[config.mk]
export PLATFORM = sky130hd
export DESIGN_NAME = phy_mode_switch_handshake
export DESIGN_NICKNAME = d
export VERILOG_FILES = /design/src/hdl/pmsh_pkg.sv /design/src/hdl/phy_mode_switch_handshake.sv /design/src/hdl/pmsh_core.sv /design/src/hdl/pmsh_skid.sv
export SDC_FILE = /design/constraint.sdc
export NUM_CORES = 1
export LEC_CHECK = 0
export BUFFER_PORTS_ARGS = -buffer_cell sky130_fd_sc_hd__buf_2
export CORE_UTILIZATION = 25
export CTS_CLUSTER_DIAMETER = 50
export DETAILED_ROUTE_END_ITERATION = 12
export HOLD_SLACK_MARGIN = 0.15
export SLEW_MARGIN = 40
export SYNTH_ARGS = -nofsm -noshare
export SYNTH_HDL_FRONTEND = slang
export SYNTH_SLANG_ARGS = --single-unit
[constraint.sdc]
create_clock -name aclk -period 5.7 [get_ports aclk]
set_input_delay 0.855 -clock aclk [delete_from_list [all_inputs] [get_ports aclk]]
set_output_delay 0.855 -clock aclk [all_outputs]
set_load 0.01 [all_outputs]
[src/hdl/pmsh_pkg.sv]
// Package for the PHY mode-switch handshake block.
// Holds the event codes, register map, slot and result types shared by all files.
// No dependencies.
package pmsh_pkg;

    // Mode indices carried on the link are three bits wide.
    localparam int MODE_W = 3;

    // Number of legal modes; a mode index at or above this is ignored.
    localparam int MODE_COUNT = 8;

    // Width of the probation timer register and of the time stamps.
    localparam int PROB_TIME_W = 16;
    localparam int TIME_W      = 32;

    // Stream widths: tdata payloads packed without gaps, padded to whole bytes.
    localparam int S_TDATA_W = 48;
    localparam int S_TUSER_W = 3;
    localparam int M_TDATA_W = 16;

    // Configuration port.
    localparam int APB_ADDR_W = 3;
    localparam int APB_DATA_W = 32;
    localparam logic REG_PROBATION_TIME = 1'b0;
    localparam logic [PROB_TIME_W-1:0] PROBATION_TIME_RESET = 16'd1000;

    // Event codes carried on s_tuser.
    typedef enum logic [2:0] {
        ACT_BEGIN      = 3'd0,
        ACT_REQUEST    = 3'd1,
        ACT_RECEIVED   = 3'd2,
        ACT_SENT       = 3'd3,
        ACT_POLL       = 3'd4,
        ACT_TAKE_APPLY = 3'd5
    } action_t;

    // One-entry slot: a valid bit and the mode it holds.
    typedef struct packed {
        logic              valid;
        logic [MODE_W-1:0] mode;
    } slot_t;

    // Result beat. Declared from the top bit down so that tx_present lands in bit 0.
    typedef struct packed {
        logic              in_probation;
        logic              busy_res;
        logic [MODE_W-1:0] current_mode;
        logic [MODE_W-1:0] applied_mode;
        logic              applied;
        logic [MODE_W-1:0] tx_mode;
        logic              tx_ack;
        logic              tx_present;
    } result_t;

    localparam int RESULT_W = $bits(result_t);

    // True when a mode index names a legal mode.
    function automatic logic mode_ok(input logic [MODE_W-1:0] m);
        return 32'(m) < MODE_COUNT;
    endfunction

endpackage

[src/hdl/phy_mode_switch_handshake.sv]
// Channel   | Dir | Signals                    | Content
// s_ stream | in  | tvalid tready tdata tuser  | one event beat, tuser = action
// m_ stream | out | tvalid tready tdata        | one result beat per event
// APB       | in  | psel penable pwrite paddr  | probation_time at byte address 0
//
// One event is accepted per cycle while s_tready is high; its result is registered before it shows on m_.
// The whole event decode sits between the state registers and the output register.
// A stalled result is held and one more beat is parked in a skid stage; s_tready
// drops only while that skid stage is full.
// Reset (aresetn, synchronous) clears the modes, slots, probation and the stream,
// and sets probation_time to 1000 ms.
//
// Top level of the PHY mode-switch handshake. Depends on pmsh_pkg, pmsh_core, pmsh_skid.
module phy_mode_switch_handshake (
    input  logic                             aclk,
    input  logic                             aresetn,
    // s_tdata: mode[2:0], rx_present[3], rx_ack[4], rx_mode[7:5],
    // local_init[8], now_ms[40:9], zero[47:41]
    input  logic                             s_tvalid,
    output logic                             s_tready,
    input  logic [pmsh_pkg::S_TDATA_W-1:0]   s_tdata,
    // s_tuser: action[2:0]
    input  logic [pmsh_pkg::S_TUSER_W-1:0]   s_tuser,
    // m_tdata: tx_present[0], tx_ack[1], tx_mode[4:2], applied[5],
    // applied_mode[8:6], current_mode[11:9], busy_res[12], in_probation[13], zero[15:14]
    output logic                             m_tvalid,
    input  logic                             m_tready,
    output logic [pmsh_pkg::M_TDATA_W-1:0]   m_tdata,
    input  logic                             psel,
    input  logic                             penable,
    input  logic                             pwrite,
    input  logic [pmsh_pkg::APB_ADDR_W-1:0]  paddr,
    input  logic [pmsh_pkg::APB_DATA_W-1:0]  pwdata,
    output logic [pmsh_pkg::APB_DATA_W-1:0]  prdata,
    output logic                             pready
);
    import pmsh_pkg::*;

    logic [PROB_TIME_W-1:0] prob_time_reg;
    logic                   reg_sel;
    logic                   cfg_write;
    logic                   evt_accept;
    result_t                res;
    logic [RESULT_W-1:0]    res_out;

    // Configuration register: one word, decoded by the word address bit.
    assign pready    = 1'b1;
    assign reg_sel   = paddr[2];
    assign cfg_write = psel && penable && pwrite && pready;

    always_ff @(posedge aclk) begin
        if (!aresetn) begin
            prob_time_reg <= PROBATION_TIME_RESET;
        end else if (cfg_write && reg_sel == REG_PROBATION_TIME) begin
            prob_time_reg <= pwdata[PROB_TIME_W-1:0];
        end
    end

    always_comb begin
        prdata = '0;
        if (reg_sel == REG_PROBATION_TIME) begin
            prdata = APB_DATA_W'(prob_time_reg);
        end
    end

    // Event decode and handshake state.
    assign evt_accept = s_tvalid && s_tready;

    pmsh_core u_core (
        .aclk          (aclk),
        .aresetn       (aresetn),
        .evt_accept    (evt_accept),
        .action        (action_t'(s_tuser)),
        .mode          (s_tdata[2:0]),
        .rx_present    (s_tdata[3]),
        .rx_ack        (s_tdata[4]),
        .rx_mode       (s_tdata[7:5]),
        .local_init    (s_tdata[8]),
        .now_ms        (s_tdata[40:9]),
        .probation_time(prob_time_reg),
        .res           (res)
    );

    // Result register and skid stage.
    pmsh_skid #(
        .WIDTH(RESULT_W)
    ) u_skid (
        .aclk     (aclk),
        .aresetn  (aresetn),
        .in_valid (s_tvalid),
        .in_ready (s_tready),
        .in_data  (res),
        .out_valid(m_tvalid),
        .out_ready(m_tready),
        .out_data (res_out)
    );

    assign m_tdata = M_TDATA_W'(res_out);

endmodule

[src/hdl/pmsh_core.sv]
// Handshake state and event decode for the PHY mode-switch block.
// Updates the mode, slots and probation timer on each accepted beat.
// Depends on pmsh_pkg.
module pmsh_core (
    input  logic                           aclk,
    input  logic                           aresetn,
    input  logic                           evt_accept,
    input  pmsh_pkg::action_t              action,
    input  logic [pmsh_pkg::MODE_W-1:0]    mode,
    input  logic                           rx_present,
    input  logic                           rx_ack,
    input  logic [pmsh_pkg::MODE_W-1:0]    rx_mode,
    input  logic                           local_init,
    input  logic [pmsh_pkg::TIME_W-1:0]    now_ms,
    input  logic [pmsh_pkg::PROB_TIME_W-1:0] probation_time,
    output pmsh_pkg::result_t              res
);
    import pmsh_pkg::*;

    logic [MODE_W-1:0] active_reg,   active_next;
    logic [MODE_W-1:0] fallback_reg, fallback_next;
    slot_t             pending_reg,  pending_next;
    slot_t             armed_reg,    armed_next;
    slot_t             apply_reg,    apply_next;
    slot_t             ack_reg,      ack_next;
    logic              prob_reg,     prob_next;
    logic [TIME_W-1:0] start_reg,    start_next;

    logic              busy_now;
    logic [TIME_W-1:0] elapsed;
    logic              applied;
    logic [MODE_W-1:0] applied_mode;

    localparam slot_t SLOT_EMPTY = '{valid: 1'b0, mode: '0};

    // Event decode: next state from the current state and the incoming beat.
    always_comb begin
        active_next   = active_reg;
        fallback_next = fallback_reg;
        pending_next  = pending_reg;
        armed_next    = armed_reg;
        apply_next    = apply_reg;
        ack_next      = ack_reg;
        prob_next     = prob_reg;
        start_next    = start_reg;
        applied       = 1'b0;
        applied_mode  = '0;
        busy_now      = pending_reg.valid | armed_reg.valid | apply_reg.valid | prob_reg;
        elapsed       = now_ms - start_reg;

        unique case (action)
            ACT_BEGIN: begin
                if (mode_ok(mode)) begin
                    active_next   = mode;
                    fallback_next = mode;
                    pending_next  = SLOT_EMPTY;
                    armed_next    = SLOT_EMPTY;
                    apply_next    = SLOT_EMPTY;
                    ack_next      = SLOT_EMPTY;
                    prob_next     = 1'b0;
                    start_next    = '0;
                end
            end
            ACT_REQUEST: begin
                if (mode_ok(mode) && mode != active_reg && !busy_now) begin
                    pending_next = '{valid: 1'b1, mode: mode};
                end
            end
            ACT_RECEIVED: begin
                // Hearing any frame ends probation.
                prob_next = 1'b0;
                if (rx_present && mode_ok(rx_mode)) begin
                    if (local_init) begin
                        if (rx_ack && pending_reg.valid && rx_mode == pending_reg.mode) begin
                            apply_next   = '{valid: 1'b1, mode: rx_mode};
                            pending_next = SLOT_EMPTY;
                        end
                    end else if (!rx_ack && rx_mode != active_reg && !armed_reg.valid) begin
                        ack_next   = '{valid: 1'b1, mode: rx_mode};
                        armed_next = '{valid: 1'b1, mode: rx_mode};
                    end
                end
            end
            ACT_SENT: begin
                // Our acknowledgement went out: the armed mode becomes an apply.
                if (armed_reg.valid) begin
                    apply_next = '{valid: 1'b1, mode: armed_reg.mode};
                    armed_next = SLOT_EMPTY;
                    ack_next   = SLOT_EMPTY;
                end
            end
            ACT_POLL: begin
                if (prob_reg && elapsed >= TIME_W'(probation_time)) begin
                    prob_next  = 1'b0;
                    apply_next = '{valid: 1'b1, mode: fallback_reg};
                end
            end
            ACT_TAKE_APPLY: begin
                if (apply_reg.valid) begin
                    apply_next = SLOT_EMPTY;
                    if (apply_reg.mode != active_reg) begin
                        fallback_next = active_reg;
                        active_next   = apply_reg.mode;
                    end
                    prob_next    = 1'b1;
                    start_next   = now_ms;
                    applied      = 1'b1;
                    applied_mode = apply_reg.mode;
                end
            end
            default: begin
            end
        endcase
    end

    // Result from the state after this event; an owed ack wins over our request.
    always_comb begin
        res = '0;
        if (ack_next.valid) begin
            res.tx_present = 1'b1;
            res.tx_ack     = 1'b1;
            res.tx_mode    = ack_next.mode;
        end else if (pending_next.valid) begin
            res.tx_present = 1'b1;
            res.tx_ack     = 1'b0;
            res.tx_mode    = pending_next.mode;
        end
        res.applied      = applied;
        res.applied_mode = applied_mode;
        res.current_mode = active_next;
        res.busy_res     = pending_next.valid | armed_next.valid | apply_next.valid | prob_next;
        res.in_probation = prob_next;
    end

    // State registers advance only on an accepted beat.
    always_ff @(posedge aclk) begin
        if (!aresetn) begin
            active_reg   <= '0;
            fallback_reg <= '0;
            pending_reg  <= SLOT_EMPTY;
            armed_reg    <= SLOT_EMPTY;
            apply_reg    <= SLOT_EMPTY;
            ack_reg      <= SLOT_EMPTY;
            prob_reg     <= 1'b0;
            start_reg    <= '0;
        end else if (evt_accept) begin
            active_reg   <= active_next;
            fallback_reg <= fallback_next;
            pending_reg  <= pending_next;
            armed_reg    <= armed_next;
            apply_reg    <= apply_next;
            ack_reg      <= ack_next;
            prob_reg     <= prob_next;
            start_reg    <= start_next;
        end
    end

endmodule

[src/hdl/pmsh_skid.sv]
// Output register with a one-beat skid stage for the result stream.
// Keeps the input side ready while a finished result waits downstream, until the skid stage fills.
// Depends on pmsh_pkg for the default width.
module pmsh_skid #(
    parameter int WIDTH = pmsh_pkg::RESULT_W
) (
    input  logic             aclk,
    input  logic             aresetn,
    input  logic             in_valid,
    output logic             in_ready,
    input  logic [WIDTH-1:0] in_data,
    output logic             out_valid,
    input  logic             out_ready,
    output logic [WIDTH-1:0] out_data
);
    import pmsh_pkg::*;

    logic             out_valid_reg;
    logic [WIDTH-1:0] out_data_reg;
    logic             skid_valid_reg;
    logic [WIDTH-1:0] skid_data_reg;
    logic             in_beat;

    assign in_ready  = !skid_valid_reg;
    assign in_beat   = in_valid && in_ready;
    assign out_valid = out_valid_reg;
    assign out_data  = out_data_reg;

    // Control: output moves when empty or taken; a stalled output spills into the skid.
    always_ff @(posedge aclk) begin
        if (!aresetn) begin
            out_valid_reg  <= 1'b0;
            skid_valid_reg <= 1'b0;
        end else if (!out_valid_reg || out_ready) begin
            if (skid_valid_reg) begin
                out_valid_reg  <= 1'b1;
                skid_valid_reg <= 1'b0;
            end else begin
                out_valid_reg <= in_beat;
            end
        end else if (in_beat) begin
            skid_valid_reg <= 1'b1;
        end
    end

    // Payload registers follow the same selection.
    always_ff @(posedge aclk) begin
        if (!out_valid_reg || out_ready) begin
            out_data_reg <= skid_valid_reg ? skid_data_reg : in_data;
        end else if (in_beat) begin
            skid_data_reg <= in_data;
        end
    end

endmodule

==> metrics, run 1 <==
outcome complete, no violations; Setup CP Type input port to register; fin crit share 87.5%; Worst Setup End Kind register; Area Growth Syn to Fin 15.2%; max reg flops 32; NetSw 0.551 mW; CTS Sinks 101; First-pass DRT Iterations 5; WL per Instance 14.1 µm; storage element area around 2300 µm²; Fillers 3033; Final HPWL DP 14300 µm; Rel. slew slack around 46%; Buffers on Ports just under 100; first-pass GRT wire length 30600 µm; clock latency on the worst-skew pair 0.37 ns; largest net degree at the start of global routing 75; Yosys top cell by area dfxtp_1; Final Worst Setup Slack 0.712 ns; Setup TNS 0 ns; register area share after synthesis 32.5%; hold-fix buffers at CTS 0; internal power between 1 and 1.5 mW; I/O Pins 144; GRT overflow 0; WL final 18800 µm; total power draw between 1.5 and 2 mW; final clock skew 0.0118 ns; Max Root-Sink Buffers 2; clock power share 37.6%; #FFs+latches synth 101; Final ANT Viol Nets 0; Post-CTS Setup Bufs 0; Final Hold Fails 0; Largest stage delay, worst path 0.66 ns; synth top area cells dfxtp_1 21%, edfxtp_1 12%, ha_1 8.3%; f_max about 200 MHz; Leak ~3.1 nW; Critical Path RT 5.94 ns; Core Box Area about 28000 µm²; min Tclk post-route 4.99 ns; die area 29100 µm²; die height approximately 170 µm; initial antenna violation count 2; max-slew violation count 0; Crit path arrival time 5.23 ns; H-Tree Depth 3; final setup vio count 0; initial cell density of the core 25.5%; share of power burned in registers between 40 and 50%; max cap viols 0; CTS root buf clkbuf_16; WL met3 613 µm; number of cell rows slightly above 60; Post-synth ARST share 0%; worst slack at placement 0.343 ns; crit path cell chain buf_2, inv_1, ha_1, fa_1, nor2b_1, o2111ai_1, a2111oi_0, nor3_1, xnor2_1, ha_1, nor2b_1, o21ai_0, o211ai_1, nor3_1, o2111ai_1, nor4b_2, a41oi_1, o31ai_2, mux2_1; Crit-path slowest cell a2111oi_0; Metal-1 WL between 8000 and 9000 µm; Synth Cell Area between 7000 and 8000 µm²; Die W 170 µm; Post-synth top flop dfxtp_1; RSZ-0062 raised after global routing no; combined area of the multi-input logic cells 4320 µm²; PwrDens approximately 220 nW/µm²; Total GRT Usage 13.2%; via count 6308; Worst Path Buf+Inv 2; Critical Path Fanout Max 4; clock slew at reported path FFs 0.08 ns; post-synthesis cell count 880; vias in the first global route 6004; Starting DRT DRC Count 359; Synth warnings 0; WL met2 8990 µm; CTS tree done; Logic pwr share between 10% and 20%; Post-synth EDFFs 28; Finished Core Util approximately 30%; fraction of layout cells with a size suffix above 1 15.8%; post-cts sizing count 0; Final Wtd Congestion 0.864; drt via density 4.74; Synth cell types 69; syn avg cell area ~8.1 µm²; switching portion of total power a little under a third; nets@finish 1088; DRC violations left 0; share of the synthesized area in the top cell type 20.6%; Worst Hold Class register to register; TritonCTS buffer count 9; worst ir drop on vdd 116 µV; nature of the critical path startpoint input port; CP top delay family compound AO/OA/AOI/OAI gates; uppermost layer routed met5; Slew @ Worst Pin 0.811 ns
==> metrics by stage <==
step | hold slack, ns | cell area, µm² | instances
floorplan | 0.441 | 7160 | 897
global placement | 0.449 | 7860 | 1314
detailed placement | 0.456 | 7860 | 1314
CTS | 0.467 | 8170 | 1330
global route | 0.482 | 8170 | 1330
finish | 0.463 | 8170 | 1331
==> power by group through the flow <==
stage	Sequential, mW	Combinational (mW)	Clock [mW]
6_report	0.770	0.327	0.661
5_1_grt	0.772	0.368	0.705
4_1_cts	0.770	0.328	0.679
3_5_place_dp	0.786	0.326	0
3_3_place_gp	0.787	0.323	0
2_1_floorplan	0.786	0.234	0
==> logic make-up (layout without fill, tap and decap cells) <==
group	count (synthesis)	after routing	share of synthesized area, %
buffers and inverters	128	183	7.78
other	2	20	0.106
AND/OR/NAND/NOR	310	310	20.8
XOR/XNOR	34	34	4.20
multiplexers	18	18	2.77
AO/OA/AOI/OAI	239	239	23.4
flip-flops	101	101	32.5
adder cells (fa/ha/maj)	48	48	8.57
==> area by class of cell <==
type	instances	area share (%)
repair buffers	104	6.52
diodes	1	0.0306
clock inverters	7	1.03
well taps	378	5.79
flip-flops and latches	101	28.2
multi-input cells	668	52.8
inverters	63	2.89
clock buffers	9	2.76
==> Yosys cell counts, types with 6 or more instances <==
master    count
nand3_1      46
a21boi_0     47
xor2_1       13
o22ai_1       8
a211oi_1      6
a21o_1        7
xnor2_1      21
dfxtp_1      73
inv_1        62
a21oi_1      53
o211a_1       6
clkbuf_1     43
nand4_1      14
nor4_1        6
o21a_1       13
ha_1         47
nand2b_1      7
o211ai_1     10
nand2_1     109
a22oi_1      11
mux2_2       12
nor2_1       66
edfxtp_1     28
nor2b_1      21
o21ai_1       6
buf_4        19
nor3_1       12
o21ai_0      31
==> routing by layer <==
layer	up-vias	track usage, %
li1	3224	-
met1	2951	17.0
met2	113	22.5
met3	18	2.07
met4	2	3.45
met5	-	0
==> worst register-to-register path, stage by stage (launching register included) <==
cell and delay, ns:
dfxtp_1 0.32, ha_1 0.21, fa_1 0.42, nor2b_1 0.17
o2111ai_1 0.24, a2111oi_0 0.66, nor3_1 0.19, xnor2_1 0.23
ha_1 0.27, nor2b_1 0.13, o21ai_0 0.14, o211ai_1 0.12
nor3_1 0.19, o2111ai_1 0.18, nor4b_2 0.42, a41oi_1 0.22
o31ai_2 0.29, mux2_1 0.18
==> worst paths after layout <==
kind	end	startpoint	slack [ns]	depth (start not counted)
setup reg to reg	u_skid.out_data[13]$_DFFE_PP_	u_core.start_reg[0]$_SDFFE_PN0P_	1.02	17
hold reg to reg	u_core.start_reg[13]$_SDFFE_PN0P_	u_core.start_reg[13]$_SDFFE_PN0P_	0.46	2
setup / recovery	u_skid.out_data[13]$_DFFE_PP_	s_tdata[9]	0.71	19
hold / removal	u_core.start_reg[13]$_SDFFE_PN0P_	u_core.start_reg[13]$_SDFFE_PN0P_	0.46	2
==> placed cells by master, fill, tap and decap left out, types with 5 or more instances in the layout <==
master,count
buf_4,5
nor2_1,63
a21boi_0,47
o21a_1,13
nand3_1,46
nand4_1,14
o22ai_1,8
edfxtp_1,28
nand2b_1,7
mux2_2,12
o21ai_1,5
nor2b_1,21
a22oi_1,11
a21oi_1,53
and3_1,5
o211ai_1,10
a31oi_1,5
buf_2,99
mux2i_1,5
a211oi_1,6
xnor2_1,21
clkbuf_16,9
ha_1,47
inv_1,62
a21o_1,7
o31ai_1,5
dfxtp_1,73
conb_1,19
xor2_1,13
nor4_1,6
nand2_1,109
o211a_1,6
nor3b_1,5
o21ai_0,31
nor3_1,12
Power figures use the tool's default switching activity.
==> run 2: changes to the inputs <==
--- a/config.mk
+++ b/config.mk
@@ -5,6 +5,7 @@
 export SDC_FILE = /design/constraint.sdc
 export NUM_CORES = 1
 export LEC_CHECK = 0
+export ABC_AREA = 1
 export BUFFER_PORTS_ARGS = -buffer_cell sky130_fd_sc_hd__buf_2
 export CORE_UTILIZATION = 25
 export CTS_CLUSTER_DIAMETER = 50
==> run 2 against run 1 <==
Against the previous run: register-to-register slack better by 0.86 ns; power up 12%; fmax up 22%; via count up 15%; design area up 7.1%; wire length up 13%; first-iteration DRC count up 6.1%; combinational power up 59%; non-clock buffer count down 3; worst hold slack about the same; highest routed layer is now met4; cell count up 25%.
==> metrics, run 2 <==
Core Box Area 29800 µm² (+7.0%); TritonCTS buffer count 9 (unchanged); largest net degree at the start of global routing 64 (-15%); Leak 4.55 nW (+45%); Synth cell types 48 (-30%); Setup TNS 0 ns (unchanged); Synth Cell Area 7610 µm² (+7.3%); Yosys top cell by area dfxtp_1; Largest stage delay, worst path 0.43 ns (-0.23 ns); Total GRT Usage 14.0% (+0.81 points); final setup vio count 0 (unchanged); clock slew at reported path FFs 0.08 ns (about the same); max cap viols 0 (unchanged); clock power share 33.4% (-4.2 points); Critical Path RT 5.83 ns (-0.11 ns); via count 7259 (+15%); Final Hold Fails 0 (unchanged); Worst Setup End Kind register; nature of the critical path startpoint input port; Slew @ Worst Pin 0.688 ns (-0.124 ns); WL per Instance 12.8 µm (-9.4%); Worst Hold Class register to register; Final Wtd Congestion 0.890 (+3.0%); Die W 177 µm (+3.6%); initial cell density of the core 25.6% (+0.086 points); GR Layer Usage met1 17.2% (+0.19 points); I/O Pins 144 (unchanged); DRC violations left 0 (unchanged); initial antenna violation count 1 (-1); Logic pwr share 26.4% (+7.8 points); Setup CP Type input port to register; #FFs+latches synth 101 (unchanged); CTS Sinks 101 (unchanged); commonest cells after routing, fill and taps aside 343 x nand2_1, 230 x inv_1, 99 x buf_2; RSZ-0062 raised after global routing no; worst ir drop on vdd 139 µV (+19%); clock latency on the worst-skew pair 0.37 ns (about the same); GRT overflow 0 (unchanged); register area share after synthesis 30.2% (-2.2 points); GRT Max-Usage Layer met2; Starting DRT DRC Count 381 (+6.1%); hold-fix buffers at CTS 0 (unchanged); post-synthesis cell count 1183 (+34%); Rel. slew slack 54.1% (+8.2 points); vias in the first global route 6891 (+15%); post-cts sizing count 0 (unchanged); Final ANT Viol Nets 0 (unchanged); most common cell after layout, fill and taps aside nand2_1; most frequent cell after synthesis nand2_1; share of the synthesized area in the top cell type 19.2% (-1.4 points); Finished Core Util 29.4% (+0.036 points); Synth top cells by count 343 x nand2_1, 230 x inv_1, 100 x nor2_1; die area 31200 µm² (+7.2%); Final HPWL DP 17100 µm (+20%); internal power 1.27 mW (+5.5%); syn avg cell area 6.44 µm² (-20%); First-pass DRT Iterations 5 (unchanged); max-slew violation count 0 (unchanged); CP dominant cell by count nand2_1; drt via density 4.37 (-7.7%); NetSw 0.692 mW (+26%); Worst R2R Setup Slack 1.88 ns (+0.86 ns); Post-synth top flop dfxtp_1; Max Root-Sink Buffers 2 (unchanged); Post-synth ARST share 0% (unchanged); die height 177 µm (+3.6%); f_max 245 MHz (+22%); fraction of layout cells with a size suffix above 1 12.4% (-3.3 points); CTS root buf clkbuf_16; final clock skew 0.0138 ns (+0.00196 ns); Synth warnings 0 (unchanged); Crit path arrival time 4.22 ns (-1.01 ns); min Tclk post-route 4.09 ns (-0.901 ns); Post-synth EDFFs 28 (unchanged); CTS tree done; switching portion of total power 35.2% (+3.9 points); Critical Path Fanout Max 5 (+1); Buffers on Ports 99 (unchanged); max reg flops 32 (unchanged); share of power burned in registers 40.2% (-3.6 points); GRT met3 Usage 2.37% (+0.30 points); synth top area cells dfxtp_1 19%, nand2_1 17%, inv_1 11%; H-Tree Depth 3 (unchanged); WL final 21200 µm (+13%); Crit-path slowest cell fa_1; Fillers 3358 (+11%); outcome complete, no violations; fin crit share 71.7% (-16 points); Area Growth Syn to Fin 14.9%; antenna fix cells 0 (-1); grt met2 use 24.5% (+2.0 points); nets@finish 1406 (+29%); Post-CTS Setup Bufs 0 (unchanged); PwrDens 224 nW/µm² (+4.4%); first-pass GRT wire length 34400 µm (+13%); number of cell rows 63 (+3.3%)
## run 2: power by group through the flow
| stage | combinational, mW | clock [mW] | sequential (mW) |
|---|---|---|---|
| 2_1_floorplan | 0.374 | 0 | 0.807 |
| 3_3_place_gp | 0.513 | 0 | 0.805 |
| 3_5_place_dp | 0.520 | 0 | 0.806 |
| 4_1_cts | 0.522 | 0.673 | 0.790 |
| 5_1_grt | 0.597 | 0.694 | 0.793 |
| 6_report | 0.519 | 0.656 | 0.789 |
## run 2: worst max-delay path: cells and delay by family
family          cells  cell delay, ns
fa+ha+maj           3            0.95
buf+inv             3            0.25
simple gates       21            1.71
compound gates      1            0.26
xor+xnor            1            0.18
## run 2: per-layer routing
layer | vias up | part of all wire [%]
li1 | 3844 | -
met1 | 3241 | 45
met2 | 147 | 48
met3 | 27 | 4.5
met4 | 0 | 1.9
met5 | - | 0
## run 2: cell type report
cell class	count	area [µm²]	share of cell area [%]
multi-input cells	815	4240	48.5
flip-flops and latches	101	2300	26.3
inverters	237	895	10.2
repair buffers	101	510	5.83
well taps	390	488	5.58
clock buffers	9	225	2.57
clock inverters	7	88.8	1.02
## run 2: worst paths after layout
path	depth (start not counted)	to	startpoint
setup / recovery	29	u_skid.out_data[12]$_DFFE_PP_	s_tdata[9]
hold / removal	2	u_core.armed_reg[2]$_SDFFE_PN0P_	u_core.armed_reg[2]$_SDFFE_PN0P_
setup reg to reg	30	u_skid.out_data[12]$_DFFE_PP_	u_core.start_reg[7]$_SDFFE_PN0P_
hold reg to reg	2	u_core.armed_reg[2]$_SDFFE_PN0P_	u_core.armed_reg[2]$_SDFFE_PN0P_
## run 2: logic make-up after synthesis
family | Yosys count | share of synthesized area, %
and+or+nand+nor | 534 | 29.0
buffers and inverters | 284 | 15.0
AOI/OAI and AO/OA | 190 | 15.0
DFF | 101 | 30.2
adders and majority gates | 48 | 7.99
xor gates and xnor gates | 24 | 2.76
other | 2 | 0.0986
## run 2: through the flow
stage	power, mW	area (µm²)	setup slack, ns	std cells	hold WS [ns]
after global routing	2.08	8750	1.21	1660	0.485
after detailed placement	1.33	8440	1.25	1644	0.458
after CTS	1.98	8750	1.63	1660	0.471
after floorplan	1.18	7680	2.04	1200	0.424
after global placement	1.32	8430	1.25	1644	0.441
final	1.96	8750	1.61	1660	0.463
